[config.mk]
export PLATFORM = sky130hd
export DESIGN_NAME = vga_queue
export DESIGN_NICKNAME = d
export VERILOG_FILES = /design/src/design/vga_queue.sv
export SDC_FILE = /design/constraint.sdc
export NUM_CORES = 1
export LEC_CHECK = 0
export BUFFER_PORTS_ARGS = -buffer_cell sky130_fd_sc_hd__buf_2
export CAP_MARGIN = 20
export CORE_AREA = 2 2 45 47
export CTS_CLUSTER_DIAMETER = 60
export DETAILED_ROUTE_END_ITERATION = 12
export DIE_AREA = 0 0 47 49
export HOLD_SLACK_MARGIN = 0.08
export PLACE_DENSITY = 0.8
export SKIP_LAST_GASP = 1
export SYNTH_ARGS = -nofsm -noshare
export SYNTH_HDL_FRONTEND = slang
export SYNTH_SLANG_ARGS = --single-unit
[constraint.sdc]
create_clock -name clock -period 1.3 [get_ports clock]
set_input_delay 0.13 -clock clock [delete_from_list [all_inputs] [get_ports clock]]
set_output_delay 0.13 -clock clock [all_outputs]
set_load 0.02 [all_outputs]
[src/design/vga_queue.sv]
// Two-entry queue between the front and back ends.
// No dependencies.
module vga_queue #(
   parameter int W = 8
) (
   input  logic         clock,
   input  logic         reset,
   input  logic         push,
   input  logic [W-1:0] push_data,
   input  logic         pop,
   output logic [W-1:0] head,
   output logic         empty,
   output logic         full
);

   logic [W-1:0] slot_ff [2];
   logic         wr_ff, rd_ff;
   logic [1:0]   cnt_ff;

   assign empty = (cnt_ff == 2'd0);
   assign full  = (cnt_ff == 2'd2);
   assign head  = slot_ff[rd_ff];

   // payload slots
   always_ff @(posedge clock) begin
      if (push)
         slot_ff[wr_ff] <= push_data;
   end

   // pointers and fill count
   always_ff @(posedge clock) begin
      if (reset) begin
         wr_ff  <= 1'b0;
         rd_ff  <= 1'b0;
         cnt_ff <= '0;
      end else begin
         if (push) wr_ff <= ~wr_ff;
         if (pop)  rd_ff <= ~rd_ff;
         cnt_ff <= cnt_ff + {1'b0, push} - {1'b0, pop};
      end
   end

endmodule

==> summary.txt <==
Status
  • Status: complete, but fails checks
  • Violated checks: negative setup slack

Worst setup path
  • Cell depth of the worst flop-to-flop path: 6
  • Data arrival, critical path: 1.21 ns
  • Setup crit start kind: flip-flop
  • CP max-delay cell: sky130_fd_sc_hd__dfxtp_4
  • Setup crit end kind: primary output
  • Critical path data required time: 1.17 ns
  • Path type of the worst setup path: reg2out
  • Endpoint of the worst register-to-register path: cnt_ff[1]
  • Reg-to-reg setup timing slack: 0.14 ns
  • Worst stage delay on the critical path: 0.45 ns
  • Largest fanout on the critical path: 8
  • Worst flop-to-flop path startpoint: cnt_ff[0]
  • CP cell instances: mux2_4 > buf_6

Timing
  • Post-layout min period: 1.343 ns
  • Final hold slack: 0.1063 ns
  • Worst slew margin relative to its limit: 73.98%
  • Worst Setup Slack, final: -0.04299 ns
  • Pins Over Slew Limit: 0
  • Final setup violation count: 8
  • RSZ-0062 raised after global routing: yes
  • Worst Tran Pin Value: 0.3903 ns
  • Clock skew: 0.003896 ns
  • Achievable Freq: 0.7446 GHz
  • Number of endpoints with negative hold slack in the final report: 0
  • Share of the clock period used by the worst path after layout: 103.3%

Clock tree
  • Num CTS Buffers: 3
  • Buffer count from post-CTS setup fixing: 0
  • Number of sinks on the clock net: 21
  • Reg clk slew, reported paths: 0.11 ns
  • Number of levels in the clock H-tree: 1
  • Cell chosen for the clock root: sky130_fd_sc_hd__clkbuf_4
  • Insertion delay of the later-clocked pin in the worst-skew pair: 0.30 ns
  • TritonCTS clock tree: yes
  • Number of buffers on the longest clock path: 2

Cells and area
  • Post-Route Utilization: 62.43%
  • Nets@finish: 95
  • Diodes inserted: 0
  • Fill cells: 158
  • Area of all placed cells without fillers: 1150 um^2
  • Layout cell share with drive strength beyond 1: 47.50%
  • Area added between synthesis and finish: 45.18%

Floorplanning
  • Floorplan die height: 49 um
  • IO Pins: 22
  • Area of the placeable core: 1842 um^2
  • Die Span X: 47 um
  • Die Footprint: 2303 um^2
  • Starting utilization of the core area: 43.00%
  • # rows: 16

Min path
  • Capture endpoint of the worst hold path: wr_ff
  • Cell depth of the worst min-delay path: 3
  • Start point of the worst min-delay path: push
  • Worst Hold Class: in2reg

Global routing
  • Grt met3 use: 3.333%
  • Sum of overflow across all layers after global routing: 0
  • Met2 track demand over resource in global routing: 22.37%
  • Most crowded layer after global routing: met2
  • Initial antenna violation count: 0
  • Met1 layer usage reported by global route: 15.97%
  • Overall fraction of global-route tracks in use: 13.91%
  • Vias in the first global route: 475
  • Wire length of the first global-routing pass: 2139 um
  • Maximum number of pins on one net before global-route repair: 12

Detailed routing
  • Number of vias per cell after detailed routing: 4.299
  • Total wire length: 1354 um
  • Vias: 460
  • Number of DRC markers after the initial detailed-route iteration: 3
  • DRC violation count after routing: 0
  • First-pass detailed-route iteration total: 4
  • Routed wire length per instance: 12.65 um
  • Number of nets still failing antenna checks after routing: 0

Place
  • Place WS: 0.1014 ns
  • Post-detailed-placement half-perimeter wirelength: 802.5 um
  • Routability-driven placement congestion ratio: 0.6366
  • Post-Place Cell Area: 933.4 um^2
  • Port bufs: 21

Logic synthesis
  • Area fraction of the dominant cell type after synthesis: 60.66%
  • Syn nets: 60
  • Yosys Warn Count: 0
  • Cell area after technology mapping: 792.0 um^2
  • Average size of a mapped cell: 17.22 um^2
  • Flip-flop and latch count after synthesis: 21
  • Library cells used by synthesis: 11
  • Library cell occupying the most area in the post-synthesis netlist: sky130_fd_sc_hd__edfxtp_1
  • Sequential area share after synthesis: 73.30%
  • Synthesized instance count: 46
  • Main area contributors after synthesis: sky130_fd_sc_hd__edfxtp_1, sky130_fd_sc_hd__dfxtp_1, sky130_fd_sc_hd__mux2_2

Power
  • Share of power burned in registers: 56.0%
  • Power dissipated by switching net loads: 0.3676 mW
  • Part of the power in the clock network: 20.9%
  • Power density cells: 1271 nW/um^2
  • Internal power summed over all cells: 1.094 mW
  • Peak supply drop: 0.7729 mV
  • Share of total power in combinational logic: 23.1%
  • Leak Pwr: 0.4680 nW
  • Overall power after layout: 1.461 mW
  • Sw Share: 25.15%

Flow run
  • Number of max-capacitance violations reported: 0
[kinds of logic (layout without fill, tap and decap cells)]
family | after synthesis | in the layout | synth area share [%]
flops | 21 | 21 | 73.30
simple gates | 9 | 9 | 5.530
mux | 8 | 8 | 11.37
xor+xnor | 3 | 3 | 5.055
buf+inv | 3 | 37 | 1.580
fa+ha+maj | 2 | 2 | 3.159
[registers in the layout (all words and copies together) (netlist names), named ones only]
signal	flops
wr_ff	1
rd_ff	1
slot_ff	16
cnt_ff	2
[routing by layer]
| metal | wire [um] | share of wire, % | vias up |
|---|---|---|---|
| li1 | - | - | 230 |
| met1 | 530 | 39 | 208 |
| met2 | 710 | 52 | 18 |
| met3 | 71 | 5.2 | 4 |
| met4 | 41 | 3.0 | 0 |
| met5 | 0 | 0 | - |
[cell type report]
class	instances	area, um^2	area share [%]
inverters	2	7.507	0.6529
flip-flops and latches	21	585.6	50.93
multi-input cells	22	244.0	21.22
clock buffers	4	26.28	2.285
repair buffers	31	252.7	21.98
well taps	27	33.78	2.938
[stage by stage]
stage          TNS (ns)  std cells
6_report        -0.2631        107
5_1_grt         -0.6021        107
4_1_cts         -0.4164        107
3_5_place_dp          0         94
3_3_place_gp          0         94
2_1_floorplan         0         46
[cells in the final DEF (no fill, tap or decap)]
master and count:
sky130_fd_sc_hd__nor2_1 5, sky130_fd_sc_hd__ha_2 1, sky130_fd_sc_hd__xnor3_1 1, sky130_fd_sc_hd__inv_1 1
sky130_fd_sc_hd__edfxtp_1 16, sky130_fd_sc_hd__and2_1 1, sky130_fd_sc_hd__clkbuf_1 1, sky130_fd_sc_hd__xnor2_1 2
sky130_fd_sc_hd__inv_2 1, sky130_fd_sc_hd__ha_4 1, sky130_fd_sc_hd__dfxtp_2 1, sky130_fd_sc_hd__mux2_4 8
sky130_fd_sc_hd__dfxtp_1 3, sky130_fd_sc_hd__buf_2 13, sky130_fd_sc_hd__buf_6 8, sky130_fd_sc_hd__dlygate4sd3_1 9
sky130_fd_sc_hd__nor2b_1 3, sky130_fd_sc_hd__dfxtp_4 1, sky130_fd_sc_hd__buf_4 1, sky130_fd_sc_hd__clkbuf_4 3
[synth_stat cells (all sizes together)]
cell	instances
and2	1
xnor3	1
xnor2	2
edfxtp	16
mux2	8
nor2b	3
inv	2
buf	1
ha	2
dfxtp	5
nor2	5
[worst max-delay path, delay by kind of cell (launching register included)]
kind,cells,cell delay (ns)
buffers and inverters,1,0.13
DFF,1,0.45
muxes,1,0.33
[what timing repair did]
item                                    in CTS  in global routing
pin swaps                                    0                  2
hold endpoints to repair                    21                  0
cloned                                       0                  0
hold buffers                                 9                  0
resized for setup                           26                  4
endpoints found under the setup margin       8                  9
[worst max path at each step]
stage | depth (start not counted) | end | startpoint
CTS | 2 | head[6] | flip-flop
detailed placement | 2 | head[2] | flip-flop
global route | 2 | head[0] | flip-flop
finish | 2 | head[0] | flip-flop
floorplan | 6 | cnt_ff[1] | cnt_ff[0]
global placement | 2 | head[6] | flip-flop
[power by group through the flow]
stage / clock network (mW) / logic, mW / registers (mW)
after floorplan: 0 / 0.184 / 0.811
after global placement: 0 / 0.250 / 0.823
after detailed placement: 0 / 0.252 / 0.827
after CTS: 0.314 / 0.330 / 0.817
after global routing: 0.338 / 0.369 / 0.826
final: 0.305 / 0.338 / 0.818
Note: power is estimated with default switching activity, not from simulation.
